[src/dts_pkg.sv]
// Package with shared constants and controller/datapath interface types for the DFS sorter.
package dts_pkg;

  // Default graph dimensions.
  localparam int NUM_VERTICES_DEF  = 8;
  localparam int MAX_OUT_EDGES_DEF = 8;

  // Width of the vertex fields on the item ports.
  localparam int VERT_W = 3;

  // Item operations.
  localparam logic OP_ADD_EDGE = 1'b0;
  localparam logic OP_SORT     = 1'b1;

  // Result status codes.
  localparam logic STATUS_OK      = 1'b0;
  localparam logic STATUS_DROPPED = 1'b1;

  // Commands from the controller to the datapath.
  typedef struct packed {
    logic cap_in;      // Latch input fields and read the source list length.
    logic clr;         // Clear visited marks and walk counters for a new sort.
    logic add_wr;      // Append the edge if allowed and load the add result.
    logic s_inc;       // Skip an already visited start vertex.
    logic start;       // Begin a walk at the current start vertex.
    logic edge_rd;     // Read the next neighbor of the top vertex.
    logic push;        // Push the fetched neighbor on the walk stack.
    logic finish;      // Record the top vertex as finished and pop it.
    logic pop;         // Load the new top entry from the stack read data.
    logic emit_start;  // Point the emit counter at the last finished vertex.
    logic emit_rd;     // Read the finish stack at the emit counter.
    logic emit_ld;     // Load one sort result into the output register.
  } dts_cmd_t;

  // Status from the datapath to the controller.
  typedef struct packed {
    logic s_end;       // Every start vertex has been considered.
    logic s_vis;       // Current start vertex is already visited.
    logic has_edge;    // Top vertex still has unread neighbors.
    logic can_push;    // Fetched neighbor is in range and unvisited.
    logic last_pop;    // Walk stack holds only the top entry.
    logic emit_last;   // Emit counter is at the final result.
    logic out_free;    // Output register can take a new result.
  } dts_stat_t;

endpackage

[src/dfs_topological_sort_unit.sv]
// Top level of the depth-first topological sorter: controller plus datapath.
//
// An add-edge item (op 0) gives its single result once the registered read of
// the source list length is back and the output register is free. A sort item
// (op 1) clears the visited marks, walks the graph and then emits NUM_VERTICES
// results in reverse postorder, the last one flagged. In the walk each stored
// edge costs a compare and a registered adjacency memory read, and each
// finished vertex below a root costs a registered walk stack read; each emitted
// result costs a registered finish stack read. Only one item is in progress at
// a time; a result waits in an output register while the next item is taken.
module dfs_topological_sort_unit #(
  parameter int NUM_VERTICES  = dts_pkg::NUM_VERTICES_DEF,
  parameter int MAX_OUT_EDGES = dts_pkg::MAX_OUT_EDGES_DEF
) (
  input  logic                       clk,
  input  logic                       rst_n,
  input  logic                       in_valid,
  output logic                       in_stall,
  input  logic                       in_op,
  input  logic [dts_pkg::VERT_W-1:0] in_src_vertex,
  input  logic [dts_pkg::VERT_W-1:0] in_dst_vertex,
  output logic                       out_valid,
  input  logic                       out_stall,
  output logic [dts_pkg::VERT_W-1:0] out_vertex,
  output logic                       out_last,
  output logic                       out_status
);
  import dts_pkg::*;

  dts_cmd_t  cmd;
  dts_stat_t stat;

  // Sequencer.
  dts_ctrl u_ctrl (
    .clk      (clk),
    .rst_n    (rst_n),
    .in_valid (in_valid),
    .in_op    (in_op),
    .in_stall (in_stall),
    .stat     (stat),
    .cmd      (cmd)
  );

  // Storage and result register.
  dts_dpath #(
    .NUM_VERTICES  (NUM_VERTICES),
    .MAX_OUT_EDGES (MAX_OUT_EDGES)
  ) u_dpath (
    .clk           (clk),
    .rst_n         (rst_n),
    .cmd           (cmd),
    .stat          (stat),
    .in_src_vertex (in_src_vertex),
    .in_dst_vertex (in_dst_vertex),
    .out_valid     (out_valid),
    .out_stall     (out_stall),
    .out_vertex    (out_vertex),
    .out_last      (out_last),
    .out_status    (out_status)
  );

endmodule

[src/dts_ctrl.sv]
// Controller state machine that sequences edge inserts, the depth-first walk and emission.
module dts_ctrl (
  input  logic              clk,
  input  logic              rst_n,
  input  logic              in_valid,
  input  logic              in_op,
  output logic              in_stall,
  input  dts_pkg::dts_stat_t stat,
  output dts_pkg::dts_cmd_t  cmd
);
  import dts_pkg::*;

  localparam logic [3:0] ST_IDLE  = 4'd0;
  localparam logic [3:0] ST_ADD   = 4'd1;
  localparam logic [3:0] ST_SEL   = 4'd2;
  localparam logic [3:0] ST_CMP   = 4'd3;
  localparam logic [3:0] ST_NB    = 4'd4;
  localparam logic [3:0] ST_POP   = 4'd5;
  localparam logic [3:0] ST_EM_RD = 4'd6;
  localparam logic [3:0] ST_EM_WR = 4'd7;

  logic [3:0] state_r;
  logic [3:0] state_nxt;

  // New items are taken only while nothing else is in progress.
  assign in_stall = (state_r != ST_IDLE);

  // Next state and command decode.
  always_comb begin
    state_nxt = state_r;
    cmd       = '0;
    unique case (state_r)
      ST_IDLE: begin
        if (in_valid) begin
          cmd.cap_in = 1'b1;
          if (in_op == OP_ADD_EDGE) begin
            state_nxt = ST_ADD;
          end else begin
            cmd.clr   = 1'b1;
            state_nxt = ST_SEL;
          end
        end
      end
      ST_ADD: begin
        if (stat.out_free) begin
          cmd.add_wr = 1'b1;
          state_nxt  = ST_IDLE;
        end
      end
      ST_SEL: begin
        priority if (stat.s_end) begin
          cmd.emit_start = 1'b1;
          state_nxt      = ST_EM_RD;
        end else if (stat.s_vis) begin
          cmd.s_inc = 1'b1;
        end else begin
          cmd.start = 1'b1;
          state_nxt = ST_CMP;
        end
      end
      ST_CMP: begin
        if (stat.has_edge) begin
          cmd.edge_rd = 1'b1;
          state_nxt   = ST_NB;
        end else begin
          cmd.finish = 1'b1;
          state_nxt  = stat.last_pop ? ST_SEL : ST_POP;
        end
      end
      ST_NB: begin
        cmd.push  = stat.can_push;
        state_nxt = ST_CMP;
      end
      ST_POP: begin
        cmd.pop   = 1'b1;
        state_nxt = ST_CMP;
      end
      ST_EM_RD: begin
        cmd.emit_rd = 1'b1;
        state_nxt   = ST_EM_WR;
      end
      ST_EM_WR: begin
        if (stat.out_free) begin
          cmd.emit_ld = 1'b1;
          state_nxt   = stat.emit_last ? ST_IDLE : ST_EM_RD;
        end
      end
      default: begin
        state_nxt = ST_IDLE;
      end
    endcase
  end

  // State register.
  always_ff @(posedge clk) begin
    if (!rst_n) begin
      state_r <= ST_IDLE;
    end else begin
      state_r <= state_nxt;
    end
  end

endmodule

[src/dts_dpath.sv]
// Datapath with the adjacency, count, walk and finish memories and the output register.
module dts_dpath #(
  parameter int NUM_VERTICES  = dts_pkg::NUM_VERTICES_DEF,
  parameter int MAX_OUT_EDGES = dts_pkg::MAX_OUT_EDGES_DEF
) (
  input  logic                       clk,
  input  logic                       rst_n,
  input  dts_pkg::dts_cmd_t          cmd,
  output dts_pkg::dts_stat_t         stat,
  input  logic [dts_pkg::VERT_W-1:0] in_src_vertex,
  input  logic [dts_pkg::VERT_W-1:0] in_dst_vertex,
  output logic                       out_valid,
  input  logic                       out_stall,
  output logic [dts_pkg::VERT_W-1:0] out_vertex,
  output logic                       out_last,
  output logic                       out_status
);
  import dts_pkg::*;

  localparam int VW = $clog2(NUM_VERTICES);
  localparam int DW = VW + 1;
  localparam int CW = $clog2(MAX_OUT_EDGES + 1);
  localparam int AW = $clog2(NUM_VERTICES * MAX_OUT_EDGES);
  localparam int SW = VW + CW;
  localparam int NE = NUM_VERTICES * MAX_OUT_EDGES;

  // Captured input fields.
  logic [VERT_W-1:0] src_r;
  logic [VERT_W-1:0] dst_r;

  // Adjacency lists, one row of MAX_OUT_EDGES per vertex.
  logic [VW-1:0] adj_mem_r [NE];
  logic [VW-1:0] adj_q_r;

  // List lengths with per-entry valid bits; an invalid entry reads as zero.
  logic [CW-1:0]           cnt_mem_r [NUM_VERTICES];
  logic [NUM_VERTICES-1:0] cnt_vld_r;
  logic [CW-1:0]           cnt_q_r;
  logic                    cnt_qv_r;
  logic [CW-1:0]           cnt;

  // Visited marks.
  logic [NUM_VERTICES-1:0] vis_r;

  // Walk stack below the top entry, plus the top entry in registers.
  logic [SW-1:0] stk_mem_r [NUM_VERTICES];
  logic [SW-1:0] stk_q_r;
  logic [VW-1:0] top_v_r;
  logic [CW-1:0] top_n_r;
  logic [DW-1:0] depth_r;

  // Finish stack and walk counters.
  logic [VW-1:0] fin_mem_r [NUM_VERTICES];
  logic [VW-1:0] fin_q_r;
  logic [DW-1:0] s_r;
  logic [DW-1:0] done_r;
  logic [VW-1:0] e_r;

  // Output register.
  logic              out_valid_r;
  logic [VERT_W-1:0] out_vertex_r;
  logic              out_last_r;
  logic              out_status_r;

  logic          cnt_re;
  logic [VW-1:0] cnt_ra;
  logic          add_ok;
  logic [AW-1:0] add_wa;
  logic [AW-1:0] edge_ra;
  logic          w_ok;

  assign cnt = cnt_qv_r ? cnt_q_r : '0;

  // Edge insert checks and addresses.
  always_comb begin
    add_ok  = (int'(src_r) < NUM_VERTICES) && (int'(dst_r) < NUM_VERTICES) &&
              (cnt < CW'(MAX_OUT_EDGES));
    add_wa  = AW'(AW'(VW'(src_r)) * AW'(MAX_OUT_EDGES) + AW'(cnt));
    edge_ra = AW'(AW'(top_v_r) * AW'(MAX_OUT_EDGES) + AW'(top_n_r));
    w_ok    = int'(adj_q_r) < NUM_VERTICES;
  end

  // Address of the list length read.
  always_comb begin
    cnt_re = cmd.cap_in | cmd.start | cmd.push | cmd.pop;
    priority if (cmd.cap_in) begin
      cnt_ra = VW'(in_src_vertex);
    end else if (cmd.start) begin
      cnt_ra = VW'(s_r);
    end else if (cmd.push) begin
      cnt_ra = adj_q_r;
    end else begin
      cnt_ra = stk_q_r[SW-1:CW];
    end
  end

  // Status toward the controller.
  always_comb begin
    stat.s_end     = (s_r == DW'(NUM_VERTICES));
    stat.s_vis     = vis_r[VW'(s_r)];
    stat.has_edge  = (top_n_r < cnt);
    stat.can_push  = w_ok && !vis_r[adj_q_r] && (int'(depth_r) < NUM_VERTICES);
    stat.last_pop  = (depth_r == DW'(1));
    stat.emit_last = (e_r == '0);
    stat.out_free  = !out_valid_r || !out_stall;
  end

  // Input capture.
  always_ff @(posedge clk) begin
    if (cmd.cap_in) begin
      src_r <= in_src_vertex;
      dst_r <= in_dst_vertex;
    end
  end

  // Adjacency memory: one write port for inserts, one registered read for the walk.
  always_ff @(posedge clk) begin
    if (cmd.add_wr && add_ok) begin
      adj_mem_r[add_wa] <= VW'(dst_r);
    end
    if (cmd.edge_rd) begin
      adj_q_r <= adj_mem_r[edge_ra];
    end
  end

  // List length memory.
  always_ff @(posedge clk) begin
    if (cmd.add_wr && add_ok) begin
      cnt_mem_r[VW'(src_r)] <= cnt + CW'(1);
    end
    if (cnt_re) begin
      cnt_q_r <= cnt_mem_r[cnt_ra];
    end
  end

  // List length valid bits, cleared by reset.
  always_ff @(posedge clk) begin
    if (!rst_n) begin
      cnt_vld_r <= '0;
      cnt_qv_r  <= 1'b0;
    end else begin
      if (cmd.add_wr && add_ok) begin
        cnt_vld_r[VW'(src_r)] <= 1'b1;
      end
      if (cnt_re) begin
        cnt_qv_r <= cnt_vld_r[cnt_ra];
      end
    end
  end

  // Visited marks and start vertex scan.
  always_ff @(posedge clk) begin
    if (!rst_n) begin
      vis_r <= '0;
    end else if (cmd.clr) begin
      vis_r <= '0;
    end else if (cmd.start) begin
      vis_r[VW'(s_r)] <= 1'b1;
    end else if (cmd.push) begin
      vis_r[adj_q_r] <= 1'b1;
    end
  end

  // Walk stack memory: the old top is written on a push, the next top read on a finish.
  always_ff @(posedge clk) begin
    if (cmd.push) begin
      stk_mem_r[VW'(depth_r - DW'(1))] <= {top_v_r, top_n_r};
    end
    if (cmd.finish && (depth_r > DW'(1))) begin
      stk_q_r <= stk_mem_r[VW'(depth_r - DW'(2))];
    end
  end

  // Top entry, depth and walk counters.
  always_ff @(posedge clk) begin
    if (cmd.clr) begin
      s_r    <= '0;
      done_r <= '0;
    end
    if (cmd.s_inc || cmd.start) begin
      s_r <= s_r + DW'(1);
    end
    if (cmd.start) begin
      top_v_r <= VW'(s_r);
      top_n_r <= '0;
      depth_r <= DW'(1);
    end
    if (cmd.edge_rd) begin
      top_n_r <= top_n_r + CW'(1);
    end
    if (cmd.push) begin
      top_v_r <= adj_q_r;
      top_n_r <= '0;
      depth_r <= depth_r + DW'(1);
    end
    if (cmd.finish) begin
      depth_r <= depth_r - DW'(1);
      if (int'(done_r) < NUM_VERTICES) begin
        done_r <= done_r + DW'(1);
      end
    end
    if (cmd.pop) begin
      top_v_r <= stk_q_r[SW-1:CW];
      top_n_r <= stk_q_r[CW-1:0];
    end
    if (cmd.emit_start) begin
      e_r <= VW'(done_r - DW'(1));
    end
    if (cmd.emit_ld) begin
      e_r <= e_r - VW'(1);
    end
  end

  // Finish stack memory.
  always_ff @(posedge clk) begin
    if (cmd.finish && (int'(done_r) < NUM_VERTICES)) begin
      fin_mem_r[VW'(done_r)] <= top_v_r;
    end
    if (cmd.emit_rd) begin
      fin_q_r <= fin_mem_r[e_r];
    end
  end

  // Output register: valid flag.
  always_ff @(posedge clk) begin
    if (!rst_n) begin
      out_valid_r <= 1'b0;
    end else if (cmd.add_wr || cmd.emit_ld) begin
      out_valid_r <= 1'b1;
    end else if (!out_stall) begin
      out_valid_r <= 1'b0;
    end
  end

  // Output register: payload.
  always_ff @(posedge clk) begin
    if (cmd.add_wr) begin
      out_vertex_r <= '0;
      out_last_r   <= 1'b1;
      out_status_r <= add_ok ? STATUS_OK : STATUS_DROPPED;
    end else if (cmd.emit_ld) begin
      out_vertex_r <= VERT_W'(fin_q_r);
      out_last_r   <= (e_r == '0);
      out_status_r <= STATUS_OK;
    end
  end

  assign out_valid  = out_valid_r;
  assign out_vertex = out_vertex_r;
  assign out_last   = out_last_r;
  assign out_status = out_status_r;

endmodule

[config.mk]
export PLATFORM = sky130hd
export DESIGN_NAME = dfs_topological_sort_unit
export DESIGN_NICKNAME = d
export VERILOG_FILES = /design/src/dts_pkg.sv /design/src/dfs_topological_sort_unit.sv /design/src/dts_ctrl.sv /design/src/dts_dpath.sv
export SDC_FILE = /design/constraint.sdc
export NUM_CORES = 1
export LEC_CHECK = 0
export ABC_CLOCK_PERIOD_IN_PS = 5900
export BUFFER_PORTS_ARGS = -buffer_cell sky130_fd_sc_hd__buf_2
export CAP_MARGIN = 0
export CORE_MARGIN = 3
export CORE_UTILIZATION = 45
export DETAILED_ROUTE_END_ITERATION = 7
export SKIP_LAST_GASP = 1
export SYNTH_ARGS = -nofsm -noshare
export SYNTH_HDL_FRONTEND = slang
export SYNTH_SLANG_ARGS = --single-unit
[constraint.sdc]
create_clock -name clk -period 5.9 [get_ports clk]
set_input_delay 0 -clock clk [delete_from_list [all_inputs] [get_ports clk]]
set_output_delay 0 -clock clk [all_outputs]
set_load 0.01 [all_outputs]
==> flow_summary.yaml <==
synth:
  synthesis.instances: 919
  ys_async_sr_fraction_pct: 0
  synth_edf_count: 346
  ys_seq_elements: 375
  yosysUniqueCellTypes: 62
  syn_nets: 949
  ys_seq_area_share_pct: 70.07
  synth_flop_cell: "edfxtp_1"
  ys_warn_count: 0
  netlist_area_um2: 15660
  postSynthAreaPerCell_um2: 17.04
clocking:
  clkLatencyLatePin_ps: 530
  clkTransAtPathRegs_ps: 60
  root_buffer: "clkbuf_16"
  numCtsBuffers: 40
  cts.sinks: 375
  cts_tree: "done"
  htree_levels: 2
  cts_max_path_buffers: 3
  cts_resized: 0
critical_path:
  cp_common_cell: "mux2i_1"
  start_kind: "flip-flop"
  critPathBufInv: 1
  cp_max_fo: 18
  regToRegSetupSlack_ps: 1500
  crit_family: "simple AND/OR/NAND/NOR gates"
  crit_chain: "inv_1 > ha_1 > and3b_1 > or4b_1 > or3_1 > nor2_4 > o31a_1 > mux2i_1 > mux2i_1 > mux2_2"
  crit_required_ps: 6180
  crit_path_top_delay_cell: "o31a_1"
  criticalPathCategory: "flip-flop to flip-flop"
  slowest_delay_ps: 850
  cp-end-kind: "flip-flop"
  arrival_ps: 4670
sta:
  slew_headroom_pct: 27.50
  tns_ps: 0
  fin_crit_ps: 4398
  min_period_over_period_pct: 74.55
  clock.fmax_mhz: 227.4
  worst_pin_slew_ps: 1078
  skew_ps: 10.35
  drv_slew: 0
  report.final.hold_viol_count: 0
  rsz0062_at_grt: "no"
  finalSetupViolCount: 0
detailed_routing:
  vias_per_cell: 5.646
  drc_errors: 0
  firstDrtPassIters: 5
  vias: 8108
  drt_wl_total_um: 31780
  drt-initial-drc-count: 560
  routedWlPerCell_um: 22.13
  drtAntennaViolNets: 0
placement:
  port_buffers: 17
  place_area_um2: 16230
  place.gp.congestion: 0.8351
  dpl.hpwl_um: 20050
status:
  status: "complete, no violations"
global_routing:
  antenna_found_initial: 0
  grt_start_max_net_pins: 65
  first_global_vias: 8321
  grt_use_total_pct: 17.72
  overflow: 0
  grt_pass1_wl_um: 49370
finish:
  nNetsFinal: 989
  finalInstanceArea_um2: 17610
  drive_gt1_share_pct: 20.04
  antennaDiodeCount: 0
  area.growth.synth_to_final_pct: 12.50
floorplan:
  pin_count: 18
  die_h_um: 192.5
  core_um2: 33950
  rows: 67
  die_x_um: 192.5
  die_area_um2: 37070
  initial_core_util_pct: 46.12
worst_hold_path:
  hp-class: "input pin to flip-flop"
pwr:
  leakagePower_uw: 0.005794
  ir_drop_uv: 291.9
  p_total_uw: 6445
  power_density_nw_per_um2: 365.9
job:
  drv_cap: 0
==> cells in the mapped netlist (all sizes together), types with 4 or more instances <==
| library cell | count | share of area [%] |
|---|---|---|
| a311oi | 5 | 0.28 |
| clkbuf | 27 | 0.65 |
| nor2b | 6 | 0.24 |
| ha | 19 | 1.5 |
| and2 | 5 | 0.22 |
| o22ai | 4 | 0.16 |
| a21boi | 4 | 0.19 |
| o21ai | 11 | 0.35 |
| xor2 | 6 | 0.34 |
| a21oi | 10 | 0.32 |
| buf | 17 | 0.61 |
| nor2 | 112 | 2.7 |
| nand4 | 5 | 0.20 |
| mux2i | 31 | 2.0 |
| nand3 | 13 | 0.42 |
| or3 | 4 | 0.16 |
| nor4 | 5 | 0.20 |
| nand2 | 52 | 1.3 |
| dfxtp | 29 | 3.7 |
| o21a | 8 | 0.38 |
| nand2b | 9 | 0.36 |
| mux2 | 15 | 1.1 |
| o31a | 4 | 0.22 |
| xnor2 | 7 | 0.39 |
| mux4 | 86 | 12 |
| edfxtp | 346 | 66 |
| nor3 | 21 | 0.70 |
| inv | 18 | 0.43 |
==> cell type report <==
| cell class | count | area (µm²) |
|---|---|---|
| clock buffers | 48 | 1052 |
| clock inverters | 23 | 239.0 |
| flip-flops and latches | 375 | 10970 |
| inverters | 18 | 67.56 |
| well taps | 448 | 560.5 |
| repair buffers | 42 | 295.3 |
| fillers | 2738 | 16340 |
| multi-input cells | 482 | 4429 |
==> per-layer routing <==
layer | GRT usage [%] | part of all wire, % | vias to the layer above
met5 | 0 | 0 | -
met4 | 5.268 | 2.4 | 0
met3 | 2.943 | 4.5 | 56
met2 | 29.10 | 49 | 192
met1 | 24.58 | 44 | 4155
li1 | - | - | 3705
==> logic make-up (layout without fill, tap and decap cells) <==
logic type	after synthesis	in the layout	share of synthesized area [%]
DFF	375	375	70.07
and+or+nand+nor	245	245	7.200
muxes	132	132	15.48
AOI/OAI and AO/OA	73	73	3.324
buffers and inverters	62	131	1.686
adders and majority gates	19	19	1.518
xor gates and xnor gates	13	13	0.7272
==> layout by cell type, fill, tap and decap left out, types with 8 or more instances in the layout <==
cell           instances
dlygate4sd3_1          9
nor2_1               110
buf_2                 17
edfxtp_1             346
clkinv_2              11
nand2_1               51
buf_4                 16
clkbuf_16             41
a21oi_1               10
mux2_2                14
nand3_1               13
nor3_1                20
mux2i_1               31
inv_1                 18
mux4_2                84
dfxtp_1               29
o21ai_0               10
ha_1                  19
o21a_1                 8
nand2b_1               9
==> flip-flops by register name, summed over array words and instances, names as in the netlist, 3 cells and up <==
signal,count
u_dpath.cnt_vld_r,8
u_dpath.top_n_r,4
u_dpath.vis_r,8
u_dpath.out_vertex,3
u_dpath.stk_q_r,7
u_dpath.done_r,4
u_dpath.e_r,3
u_dpath.cnt_q_r,4
u_dpath.adj_mem_r,192
u_ctrl.state_r,3
u_dpath.top_v_r,3
u_dpath.fin_mem_r,24
u_dpath.depth_r,4
u_dpath.fin_q_r,3
u_dpath.adj_q_r,3
u_dpath.stk_mem_r,56
u_dpath.dst_r,3
u_dpath.cnt_mem_r,32
u_dpath.s_r,4
u_dpath.src_r,3
==> power by group <==
| part | total [µW] | switching [µW] | internal (µW) |
|---|---|---|---|
| Combinational | 809 | 467 | 342 |
| Sequential | 3160 | 104 | 3060 |
| Clock | 2470 | 985 | 1490 |
| Total | 6450 | 1560 | 4890 |
==> worst register-to-register path, stage by stage (launching register included) <==
cell      delay, ps
edfxtp_1        640
inv_1           210
ha_1            250
and3b_1         190
or4b_1          630
or3_1           540
nor2_4          190
o31a_1          850
mux2i_1         300
mux2i_1          90
mux2_2          260
==> metrics by stage <==
| step | util (%) | setup WS, ps | cells | hold slack (ps) |
|---|---|---|---|---|
| floorplan | - | 2230 | 919 | 91.91 |
| global route | 51.88 | 1269 | 1436 | 76.32 |
| global placement | 47.81 | 1699 | 1356 | 177.5 |
| CTS | 51.88 | 1479 | 1436 | 17.90 |
| finish | 51.88 | 1502 | 1436 | 44.66 |
| detailed placement | 47.81 | 1499 | 1356 | 181.1 |
==> path summary, 6_finish.rpt <==
check / from / end / depth (start not counted)
setup / recovery: u_dpath.s_r[1] / u_dpath.cnt_q_r[3] / 10
hold / removal: in_valid / u_ctrl.state_r[1] / 4
setup reg to reg: u_dpath.s_r[1] / u_dpath.cnt_q_r[3] / 10
hold reg to reg: u_dpath.cnt_vld_r[5] / u_dpath.cnt_vld_r[5] / 1
==> what timing repair did <==
item | 4_1_cts | 5_1_grt
endpoints found under the hold margin | 26 | 0
buffers inserted | 0 | 0
hold buffers | 9 | 0
(Power assumes the default switching activity.)
